### config.mk
export PLATFORM = sky130hd
export DESIGN_NAME = platform_interrupt_controller_core
export DESIGN_NICKNAME = d
export VERILOG_FILES = /design/src/hw/rtl/plc_pkg.sv /design/src/hw/rtl/plc_ram.sv /design/src/hw/rtl/plc_ctrl.sv /design/src/hw/rtl/plc_dpath.sv /design/src/hw/rtl/platform_interrupt_controller_core.sv
export SDC_FILE = /design/constraint.sdc
export NUM_CORES = 2
export LEC_CHECK = 0
export ABC_CLOCK_PERIOD_IN_PS = 4200
export BUFFER_PORTS_ARGS = -buffer_cell sky130_fd_sc_hd__buf_2
export CORE_UTILIZATION = 40
export CTS_BUF_LIST = sky130_fd_sc_hd__clkbuf_4 sky130_fd_sc_hd__clkbuf_8
export DETAILED_ROUTE_END_ITERATION = 16
export HOLD_SLACK_MARGIN = 0.03
export REMOVE_ABC_BUFFERS = 1
export SYNTH_ARGS = -nofsm -noshare
export SYNTH_HDL_FRONTEND = slang
export SYNTH_SLANG_ARGS = --single-unit
export TNS_END_PERCENT = 1
### constraint.sdc
create_clock -name clk -period 4.2 [get_ports clk]
set_clock_uncertainty 0.15 [all_clocks]
set_input_delay 0.42 -clock clk [delete_from_list [all_inputs] [get_ports clk]]
set_output_delay 0.42 -clock clk [all_outputs]
set_load 0.005 [all_outputs]
### src/hw/rtl/plc_pkg.sv
// Shared types, constants and the register map decoder of the interrupt controller.
// It has no dependencies; plc_ctrl, plc_dpath and the core module import it.
package plc_pkg;

  localparam int NUM_SOURCES  = 64;
  localparam int NUM_CONTEXTS = 2;
  localparam int SRC_W        = $clog2(NUM_SOURCES);
  localparam int CNT_W        = $clog2(NUM_SOURCES + 1);
  localparam int CTX_W        = (NUM_CONTEXTS > 1) ? $clog2(NUM_CONTEXTS) : 1;
  localparam int OFF_W        = 26;

  // Register map.
  localparam logic [31:0] PEND_BASE  = 32'h0000_1000;
  localparam logic [31:0] PEND_SPAN  = 32'h0000_0008;
  localparam logic [31:0] EN_BASE    = 32'h0000_2000;
  localparam int          EN_SHIFT   = 7;
  localparam logic [31:0] CTX_BASE   = 32'h0020_0000;
  localparam int          CTX_SHIFT  = 12;
  localparam logic [11:0] SUB_THRESH = 12'h000;
  localparam logic [11:0] SUB_CLAIM  = 12'h004;

  // Item commands.
  localparam logic [1:0] CMD_READ  = 2'd0;
  localparam logic [1:0] CMD_WRITE = 2'd1;
  localparam logic [1:0] CMD_LEVEL = 2'd2;

  typedef enum logic [3:0] {
    ST_IDLE,
    ST_DISPATCH,
    ST_PRE_INIT,
    ST_PRE_RUN,
    ST_APPLY,
    ST_READ_WAIT,
    ST_POST_INIT,
    ST_POST_RUN,
    ST_RESP
  } state_t;

  // Commands from the controller to the datapath.
  typedef struct packed {
    logic latch;
    logic srch_init;
    logic srch_run;
    logic apply;
    logic rd_prio;
    logic pend_capture;
  } ctl_cmd_t;

  // Status from the datapath to the controller.
  typedef struct packed {
    logic claim_read;
    logic prio_read;
    logic srch_done;
  } ctl_sts_t;

  typedef struct packed {
    logic             is_prio;
    logic [SRC_W-1:0] prio_idx;
    logic             is_pend;
    logic             pend_word;
    logic             is_en;
    logic [CTX_W-1:0] en_ctx;
    logic             en_word;
    logic             is_thr;
    logic             is_claim;
    logic [CTX_W-1:0] ctx;
  } dec_t;

  function automatic dec_t decode(input logic [OFF_W-1:0] off);
    dec_t        d;
    logic [31:0] off32;
    logic [31:0] rel_en;
    logic [31:0] c_en;
    logic [31:0] rel_ctx;
    logic [31:0] c_ctx;
    logic        in_ctx;
    off32   = {{(32-OFF_W){1'b0}}, off};
    rel_en  = off32 - EN_BASE;
    c_en    = rel_en >> EN_SHIFT;
    rel_ctx = off32 - CTX_BASE;
    c_ctx   = rel_ctx >> CTX_SHIFT;
    in_ctx  = (off32 >= CTX_BASE) && (c_ctx < 32'(NUM_CONTEXTS));
    d.is_prio   = off32 < 32'(4 * NUM_SOURCES);
    d.prio_idx  = off[SRC_W+1:2];
    d.is_pend   = (off32 >= PEND_BASE) && (off32 < PEND_BASE + PEND_SPAN);
    d.pend_word = off[2];
    d.is_en     = (off32 >= EN_BASE) && (off32 < CTX_BASE) &&
                  (c_en < 32'(NUM_CONTEXTS)) && (rel_en[6:2] < 5'd2);
    d.en_ctx    = c_en[CTX_W-1:0];
    d.en_word   = rel_en[2];
    d.is_thr    = in_ctx && (rel_ctx[11:0] == SUB_THRESH);
    d.is_claim  = in_ctx && (rel_ctx[11:0] == SUB_CLAIM);
    d.ctx       = c_ctx[CTX_W-1:0];
    return d;
  endfunction

endpackage

### src/hw/rtl/plc_ram.sv
// Generic single-write, single-read RAM with a registered read port.
// It has no dependencies.
module plc_ram #(
  parameter int WIDTH = 32,
  parameter int DEPTH = 64
) (
  input  logic                     clk,
  input  logic                     we,
  input  logic [$clog2(DEPTH)-1:0] waddr,
  input  logic [WIDTH-1:0]         wdata,
  input  logic [$clog2(DEPTH)-1:0] raddr,
  output logic [WIDTH-1:0]         rdata
);

  logic [WIDTH-1:0] mem [DEPTH];

  always_ff @(posedge clk) begin
    if (we) begin
      mem[waddr] <= wdata;
    end
    rdata <= mem[raddr];
  end

endmodule

### src/hw/rtl/plc_ctrl.sv
// Sequencing state machine of the interrupt controller.
// Depends on plc_pkg for the state type and the command and status structs.
module plc_ctrl import plc_pkg::*; (
  input  logic     clk,
  input  logic     rst,
  input  logic     req_valid,
  output logic     req_stall,
  output logic     rsp_valid,
  input  logic     rsp_stall,
  input  ctl_sts_t sts,
  output ctl_cmd_t ctl
);

  state_t state, state_next;

  always_ff @(posedge clk) begin
    if (rst) begin
      state <= ST_IDLE;
    end else begin
      state <= state_next;
    end
  end

  // Next state.
  always_comb begin
    state_next = state;
    case (state)
      ST_IDLE:      if (req_valid) state_next = ST_DISPATCH;
      ST_DISPATCH:  state_next = sts.claim_read ? ST_PRE_INIT : ST_APPLY;
      ST_PRE_INIT:  state_next = ST_PRE_RUN;
      ST_PRE_RUN:   if (sts.srch_done) state_next = ST_APPLY;
      ST_APPLY:     state_next = sts.prio_read ? ST_READ_WAIT : ST_POST_INIT;
      ST_READ_WAIT: state_next = ST_POST_INIT;
      ST_POST_INIT: state_next = ST_POST_RUN;
      ST_POST_RUN:  if (sts.srch_done) state_next = ST_RESP;
      ST_RESP:      if (!rsp_stall) state_next = ST_IDLE;
      default:      state_next = ST_IDLE;
    endcase
  end

  // Outputs.
  always_comb begin
    ctl          = '0;
    req_stall    = 1'b1;
    rsp_valid    = 1'b0;
    case (state)
      ST_IDLE: begin
        req_stall = 1'b0;
        ctl.latch = req_valid;
      end
      ST_PRE_INIT, ST_POST_INIT: ctl.srch_init = 1'b1;
      ST_PRE_RUN:   ctl.srch_run = 1'b1;
      ST_POST_RUN: begin
        ctl.srch_run     = 1'b1;
        ctl.pend_capture = sts.srch_done;
      end
      ST_APPLY:     ctl.apply = 1'b1;
      ST_READ_WAIT: ctl.rd_prio = 1'b1;
      ST_RESP:      rsp_valid = 1'b1;
      default: begin
        req_stall = 1'b1;
      end
    endcase
  end

endmodule

### src/hw/rtl/plc_dpath.sv
// Datapath of the interrupt controller: register file, priority RAM and serial search.
// Depends on plc_pkg and instantiates plc_ram for the source priorities.
module plc_dpath import plc_pkg::*; (
  input  logic             clk,
  input  logic             rst,
  input  ctl_cmd_t         ctl,
  output ctl_sts_t         sts,
  input  logic [1:0]       cmd,
  input  logic [OFF_W-1:0] bus_offset,
  input  logic [31:0]      write_data,
  input  logic [5:0]       source,
  input  logic             line_level,
  output logic [31:0]      read_data,
  output logic [1:0]       irq_pending
);

  // Latched transaction.
  logic [1:0]       cmd_q;
  logic [OFF_W-1:0] off_q;
  logic [31:0]      wdata_q;
  logic [5:0]       src_q;
  logic             lvl_q;

  // Architectural state.
  logic [NUM_SOURCES-1:0] level;
  logic [NUM_SOURCES-1:0] pvalid;
  logic [31:0]            en     [NUM_CONTEXTS][2];
  logic [31:0]            thr    [NUM_CONTEXTS];
  logic [SRC_W-1:0]       claimed[NUM_CONTEXTS];

  // Search state.
  logic [CNT_W-1:0] cnt;
  logic             pv;
  logic [SRC_W-1:0] ps;
  logic [31:0]      top [NUM_CONTEXTS];
  logic [SRC_W-1:0] best[NUM_CONTEXTS];

  logic [31:0]       rd_q;
  logic [1:0]        pend_q;
  logic              pv_rd;
  logic [31:0]       ram_rdata;
  logic [31:0]       prio_val;
  logic [SRC_W-1:0]  raddr;
  logic              ram_we;
  logic [31:0]       rd_val;
  dec_t              dec;

  assign dec      = decode(off_q);
  assign prio_val = pv_rd ? ram_rdata : 32'd0;
  assign raddr    = ctl.apply ? dec.prio_idx : cnt[SRC_W-1:0];
  assign ram_we   = ctl.apply && (cmd_q == CMD_WRITE) && dec.is_prio &&
                    (dec.prio_idx != '0);

  assign sts.claim_read = (cmd_q == CMD_READ) && dec.is_claim;
  assign sts.prio_read  = (cmd_q == CMD_READ) && dec.is_prio;
  assign sts.srch_done  = (cnt == CNT_W'(NUM_SOURCES)) && !pv;

  assign read_data   = rd_q;
  assign irq_pending = pend_q;

  plc_ram #(.WIDTH(32), .DEPTH(NUM_SOURCES)) u_prio_ram (
    .clk   (clk),
    .we    (ram_we),
    .waddr (dec.prio_idx),
    .wdata (wdata_q),
    .raddr (raddr),
    .rdata (ram_rdata)
  );

  // Read data of the registers that live in flip-flops.
  always_comb begin
    rd_val = 32'd0;
    if (cmd_q == CMD_READ) begin
      if (dec.is_pend) begin
        rd_val = dec.pend_word ? level[63:32] : level[31:0];
      end else if (dec.is_en) begin
        rd_val = en[dec.en_ctx][dec.en_word];
      end else if (dec.is_thr) begin
        rd_val = thr[dec.ctx];
      end else if (dec.is_claim) begin
        rd_val = {{(32-SRC_W){1'b0}}, best[dec.ctx]};
      end
    end
  end

  // Transaction latch and the read-data register.
  always_ff @(posedge clk) begin
    if (ctl.latch) begin
      cmd_q   <= cmd;
      off_q   <= bus_offset;
      wdata_q <= write_data;
      src_q   <= source;
      lvl_q   <= line_level;
    end
    if (ctl.apply) begin
      rd_q <= rd_val;
    end else if (ctl.rd_prio) begin
      rd_q <= prio_val;
    end
    pv_rd <= pvalid[raddr];
  end

  // Register writes, level changes and claim bookkeeping.
  always_ff @(posedge clk) begin
    if (rst) begin
      level  <= '0;
      pvalid <= '0;
      pend_q <= '0;
      for (int c = 0; c < NUM_CONTEXTS; c++) begin
        en[c][0]   <= '0;
        en[c][1]   <= '0;
        thr[c]     <= '0;
        claimed[c] <= '0;
      end
    end else begin
      if (ram_we) begin
        pvalid[dec.prio_idx] <= 1'b1;
      end
      if (ctl.apply) begin
        case (cmd_q)
          CMD_READ: begin
            if (dec.is_claim) begin
              claimed[dec.ctx] <= best[dec.ctx];
            end
          end
          CMD_WRITE: begin
            if (dec.is_en) begin
              en[dec.en_ctx][dec.en_word] <= wdata_q;
            end else if (dec.is_thr) begin
              thr[dec.ctx] <= wdata_q;
            end else if (dec.is_claim &&
                         wdata_q == {{(32-SRC_W){1'b0}}, claimed[dec.ctx]}) begin
              claimed[dec.ctx] <= '0;
            end
          end
          CMD_LEVEL: begin
            if (src_q != '0 && {1'b0, src_q} < 7'(NUM_SOURCES)) begin
              level[src_q[SRC_W-1:0]] <= lvl_q;
            end
          end
          default: begin
          end
        endcase
      end
      if (ctl.pend_capture) begin
        for (int c = 0; c < 2; c++) begin
          pend_q[c] <= (c < NUM_CONTEXTS) && (best[c] != '0);
        end
      end
    end
  end

  // Serial search: one source read per cycle, compared in the cycle after its read.
  always_ff @(posedge clk) begin
    if (rst) begin
      cnt <= CNT_W'(NUM_SOURCES);
      pv  <= 1'b0;
    end else if (ctl.srch_init) begin
      cnt <= CNT_W'(1);
      pv  <= 1'b0;
    end else if (ctl.srch_run) begin
      if (cnt != CNT_W'(NUM_SOURCES)) begin
        cnt <= cnt + CNT_W'(1);
        pv  <= 1'b1;
      end else begin
        pv <= 1'b0;
      end
    end
  end

  always_ff @(posedge clk) begin
    if (ctl.srch_run) begin
      ps <= cnt[SRC_W-1:0];
    end
    for (int c = 0; c < NUM_CONTEXTS; c++) begin
      if (ctl.srch_init) begin
        top[c]  <= thr[c];
        best[c] <= '0;
      end else if (ctl.srch_run && pv && level[ps] && en[c][ps[5]][ps[4:0]] &&
                   (ps != claimed[c]) && (prio_val > top[c])) begin
        top[c]  <= prio_val;
        best[c] <= ps;
      end
    end
  end

endmodule

### src/hw/rtl/platform_interrupt_controller_core.sv
// Interrupt controller with a PLIC-style register map, level-driven sources.
//
// The request channel (req_valid / req_stall) carries one transaction per item:
// a bus read, a bus write or a change of one source line's level. The response
// channel (rsp_valid / rsp_stall) returns exactly one transaction per request
// with read_data (zero unless a read) and irq_pending, one bit per context.
// A request is taken only while the block is idle; it then stalls the request
// side until its response has been taken.
// The time from acceptance to response is set by the serial priority scan: each
// scan reads one source per cycle through the single read port of the priority
// RAM, and a claim read scans once before and once after updating the claim. A
// priority read also passes through a read wait state after the apply state.
// A new request is accepted only after the previous response has been taken.
// While the receiver stalls, the response holds steady and no new request is
// accepted. Synchronous reset clears all priorities, levels, enables,
// thresholds and claims at once and returns the block to idle.
// Depends on plc_pkg, plc_ctrl, plc_dpath and plc_ram.
module platform_interrupt_controller_core import plc_pkg::*; (
  input  logic             clk,
  input  logic             rst,
  input  logic             req_valid,
  output logic             req_stall,
  input  logic [1:0]       cmd,
  input  logic [OFF_W-1:0] bus_offset,
  input  logic [31:0]      write_data,
  input  logic [5:0]       source,
  input  logic             line_level,
  output logic             rsp_valid,
  input  logic             rsp_stall,
  output logic [31:0]      read_data,
  output logic [1:0]       irq_pending
);

  ctl_cmd_t ctl;
  ctl_sts_t sts;

  plc_ctrl u_ctrl (
    .clk       (clk),
    .rst       (rst),
    .req_valid (req_valid),
    .req_stall (req_stall),
    .rsp_valid (rsp_valid),
    .rsp_stall (rsp_stall),
    .sts       (sts),
    .ctl       (ctl)
  );

  plc_dpath u_dpath (
    .clk         (clk),
    .rst         (rst),
    .ctl         (ctl),
    .sts         (sts),
    .cmd         (cmd),
    .bus_offset  (bus_offset),
    .write_data  (write_data),
    .source      (source),
    .line_level  (line_level),
    .read_data   (read_data),
    .irq_pending (irq_pending)
  );

  // A response is only shown while requests are held off.
  a_rsp_blocks_req: assert property (@(posedge clk) disable iff (rst)
    rsp_valid |-> req_stall)
    else $error("response shown while requests are accepted");

  // An accepted request is never answered in the following cycle.
  a_accept_busy: assert property (@(posedge clk) disable iff (rst)
    (req_valid && !req_stall) |=> (req_stall && !rsp_valid))
    else $error("request accepted without entering the busy phase");

  // The block leaves reset idle, with no response pending.
  a_reset_idle: assert property (@(posedge clk)
    rst |=> (!rsp_valid && !ctl.apply))
    else $error("block not idle after reset");

endmodule
==> flow_summary.json <==
{
  "required_ns": 5.02,
  "synth_seq_cells": 2608,
  "setup_viol": 0,
  "cpPeakStageDelay_ns": 0.68,
  "hold_violations": 0,
  "via_count": 61600,
  "synth_seq_area_share": 0.728,
  "drive_gt1_frac": 0.290,
  "synth_top_flop_cell": "edfxtp_1",
  "numCtsBuffers": 427,
  "r2r_cells": 11,
  "drt_wl_total_um": 330000,
  "synth-edff-count": 2433,
  "grt_pass1_wl_um": 460000,
  "ff_latch_area_um2": 76600,
  "remaining_drc_errors": 0,
  "crit_end": "u_dpath.u_prio_ram.rdata[4]",
  "timing.final.crit_share": 0.994,
  "clockBufferDepth": 4,
  "worst_setup_path_start_kind": "flip-flop",
  "status": "finished clean",
  "power_density_nw_per_um2": 569,
  "final_area_um2": 124000,
  "wl_met1_um": 133000,
  "multi_input_area_um2": 27500,
  "crit_path_max_fanout": 24,
  "dr_wl_met2_um": 152000,
  "synth_area_per_cell_um2": 18.2,
  "wl_per_cell_um": 31.4,
  "clock.fmax_mhz": 239,
  "clkLatencyLatePin_ns": 1.12,
  "leakage_nw": 41.7,
  "synthDistinctLibCells": 76,
  "core.rowCount": 187,
  "layout_common_cells": "edfxtp_1 (2,433), mux4_2 (527), clkbuf_8 (454), buf_4 (418), nand2_1 (352)",
  "die_x_um": 515,
  "cp_num_cells": 11,
  "ys_top_cells_by_area": "edfxtp_1 (69%), mux4_2 (11%), dfxtp_1 (3.3%), mux2i_1 (2.8%), and2_1 (1.5%)",
  "grt_overflow": 0,
  "viasPerCell": 5.85,
  "grt_pass1_vias": 59900,
  "firstDrtPassIters": 6,
  "dpl.cell_count": 9610,
  "rsz0062_at_grt": "yes",
  "area_growth_pct": 18.1,
  "r2r-end": "u_dpath.u_prio_ram.rdata[4]",
  "hold_path_class": "primary input to flip-flop",
  "worst_slack_ns": 0.0240,
  "postSynthCellCount": 5791,
  "clock-sinks": 2608,
  "initial_core_util": 0.404,
  "slew_violations": 0,
  "whs_ns": 0.251,
  "final_cells": 10500,
  "ant_nets": 0,
  "p_total_mw": 70.6,
  "gp_congestion": 0.875,
  "grt_max_degree": 94,
  "die_h_um": 515,
  "antenna_found_initial": 37,
  "yosysTopAreaCell": "edfxtp_1",
  "syn_area_um2": 105000,
  "clk_pin_slew_ns": 0.06,
  "reg2reg_from": "u_ctrl.state[3]",
  "path_cells": "nor4b_4, buf_4, mux2_8, buf_12, mux4_2, nand2_1, a21oi_1, buf_4, nor4_1, buf_4, o2111ai_1",
  "worst_pin_slew_ns": 1.24,
  "n_fill_cell": 21900,
  "cpMaxStageDelayCell": "nor4_1",
  "final_nets": 6827,
  "cp-startpoint": "u_ctrl.state[3]",
  "fp.dieArea_um2": 265000,
  "fin_util": 0.476,
  "drt_iter0_drc": 8787,
  "hpwl_um": 202000,
  "yosysWarnings": 0,
  "worstSetupPathType": "flip-flop to flip-flop",
  "setup_tns_ns": 0,
  "max-cap-violations": 0,
  "wl_met3_um": 33300,
  "cts_tree": "built",
  "irDropWorstVdd_uv": 439,
  "layout_commonest_cell": "edfxtp_1",
  "crit_arrival_ns": 5.00,
  "cp-end-kind": "flip-flop",
  "htreeDepth": 5,
  "regToRegSetupSlack_ns": 0.02,
  "maxUsedRoutingLayer": "met5",
  "dpl-instance-area_um2": 114000,
  "cts_root_buf": "clkbuf_8",
  "critPathMostFrequentCell": "buf_4",
  "min_period_ns": 4.18,
  "path_delay_family": "simple AND/OR/NAND/NOR gates",
  "track_usage": 0.247,
  "core_area_um2": 261000,
  "io_buffer_count": 106,
  "place_ws_ns": -0.311,
  "ios": 107,
  "synth-async-reset-ratio": 0,
  "synth_top_area_frac": 0.695,
  "max_slew_margin": 0.172,
  "cp_num_buf_inv": 4
}
==> cells by family (layout without fill, tap and decap cells) <==
logic type                 after synthesis  in the layout  share of synthesized area
adders and majority gates               70             70                    0.00833
other                                    1             55                  0.0000356
AOI/OAI and AO/OA                      595            595                     0.0368
buffers and inverters                  406           1590                     0.0178
DFF                                   2608           2608                      0.728
muxes                                  935            935                      0.153
xor gates and xnor gates                27             27                    0.00225
and+or+nand+nor                       1149           1149                     0.0540
==> power by group <==
group | internal [mW] | switching (mW)
clock network | 11.7 | 10.1
registers | 30.6 | 0.771
logic | 6.79 | 10.7
==> repair_timing <==
item                                    in CTS  in global routing
pin swaps                                    0                  1
endpoints found under the setup margin       9                 20
gates resized for setup                      2                  5
hold endpoints to repair                   307                  0
hold buffers                               140                  0
setup buffers                                3                  0
==> cell type report <==
class	instances	share of cell area
inverter	71	0.00215
multi-input combinational	2808	0.222
sequential	2608	0.616
clock buffer	582	0.0580
timing repair buffer	770	0.0580
tap	3496	0.0352
antenna	23	0.000463
clock inverter	167	0.00801
==> flip-flops by register name, indices dropped and copies added (netlist names), 26 cells and up <==
name                      flops
u_dpath.level                64
u_dpath.en                  128
u_dpath.thr                  64
u_dpath.top                  64
u_dpath.read_data            32
u_dpath.pvalid               64
u_dpath.u_prio_ram.mem     2048
u_dpath.u_prio_ram.rdata     32
u_dpath.off_q                26
u_dpath.wdata_q              32
==> cell usage after synthesis, drive strengths merged, types with 9 or more instances <==
cell and instances:
edfxtp 2433, mux4 527, nand2 358, mux2i 293
nor2 262, and2 254, a21oi 197, buf 181
dfxtp 175, clkbuf 154, mux2 115, a221oi 85
o21ai 81, inv 71, ha 70, nand3 61
o22ai 52, o211ai 39, a31oi 36, nand4 36
nor4 31, nor3 29, o2bb2ai 26, or4 20
a22oi 17, nand2b 16, nor2b 15, xnor2 14
xor2 13, or3 12, a2111oi 9, a21o 9
nand3b 9
==> routing by layer <==
| metal | GRT usage | vias to the layer above |
|---|---|---|
| met4 | 0.0841 | 14 |
| met3 | 0.0480 | 619 |
| met2 | 0.384 | 3633 |
| met5 | 0 | - |
| li1 | - | 25100 |
| met1 | 0.346 | 32300 |
==> tightest hold or removal path: stages <==
cell and delay (ns):
dlygate4sd3_1 0.54, buf_2 0.15, nor2_1 0.11, a311o_1 0.12, a21oi_1 0.07
==> worst min path at each step <==
stage / from / endpoint / cells after the start
after floorplan: u_dpath.pvalid[10] / u_dpath.pvalid[10] / 2
after global placement: u_dpath.pvalid[15] / u_dpath.pvalid[15] / 2
after detailed placement: u_dpath.pvalid[14] / u_dpath.pvalid[14] / 2
after CTS: req_valid / u_ctrl.state[0] / 5
after global routing: req_valid / u_ctrl.state[0] / 5
final: req_valid / u_ctrl.state[0] / 5
(Power assumes the default switching activity.)
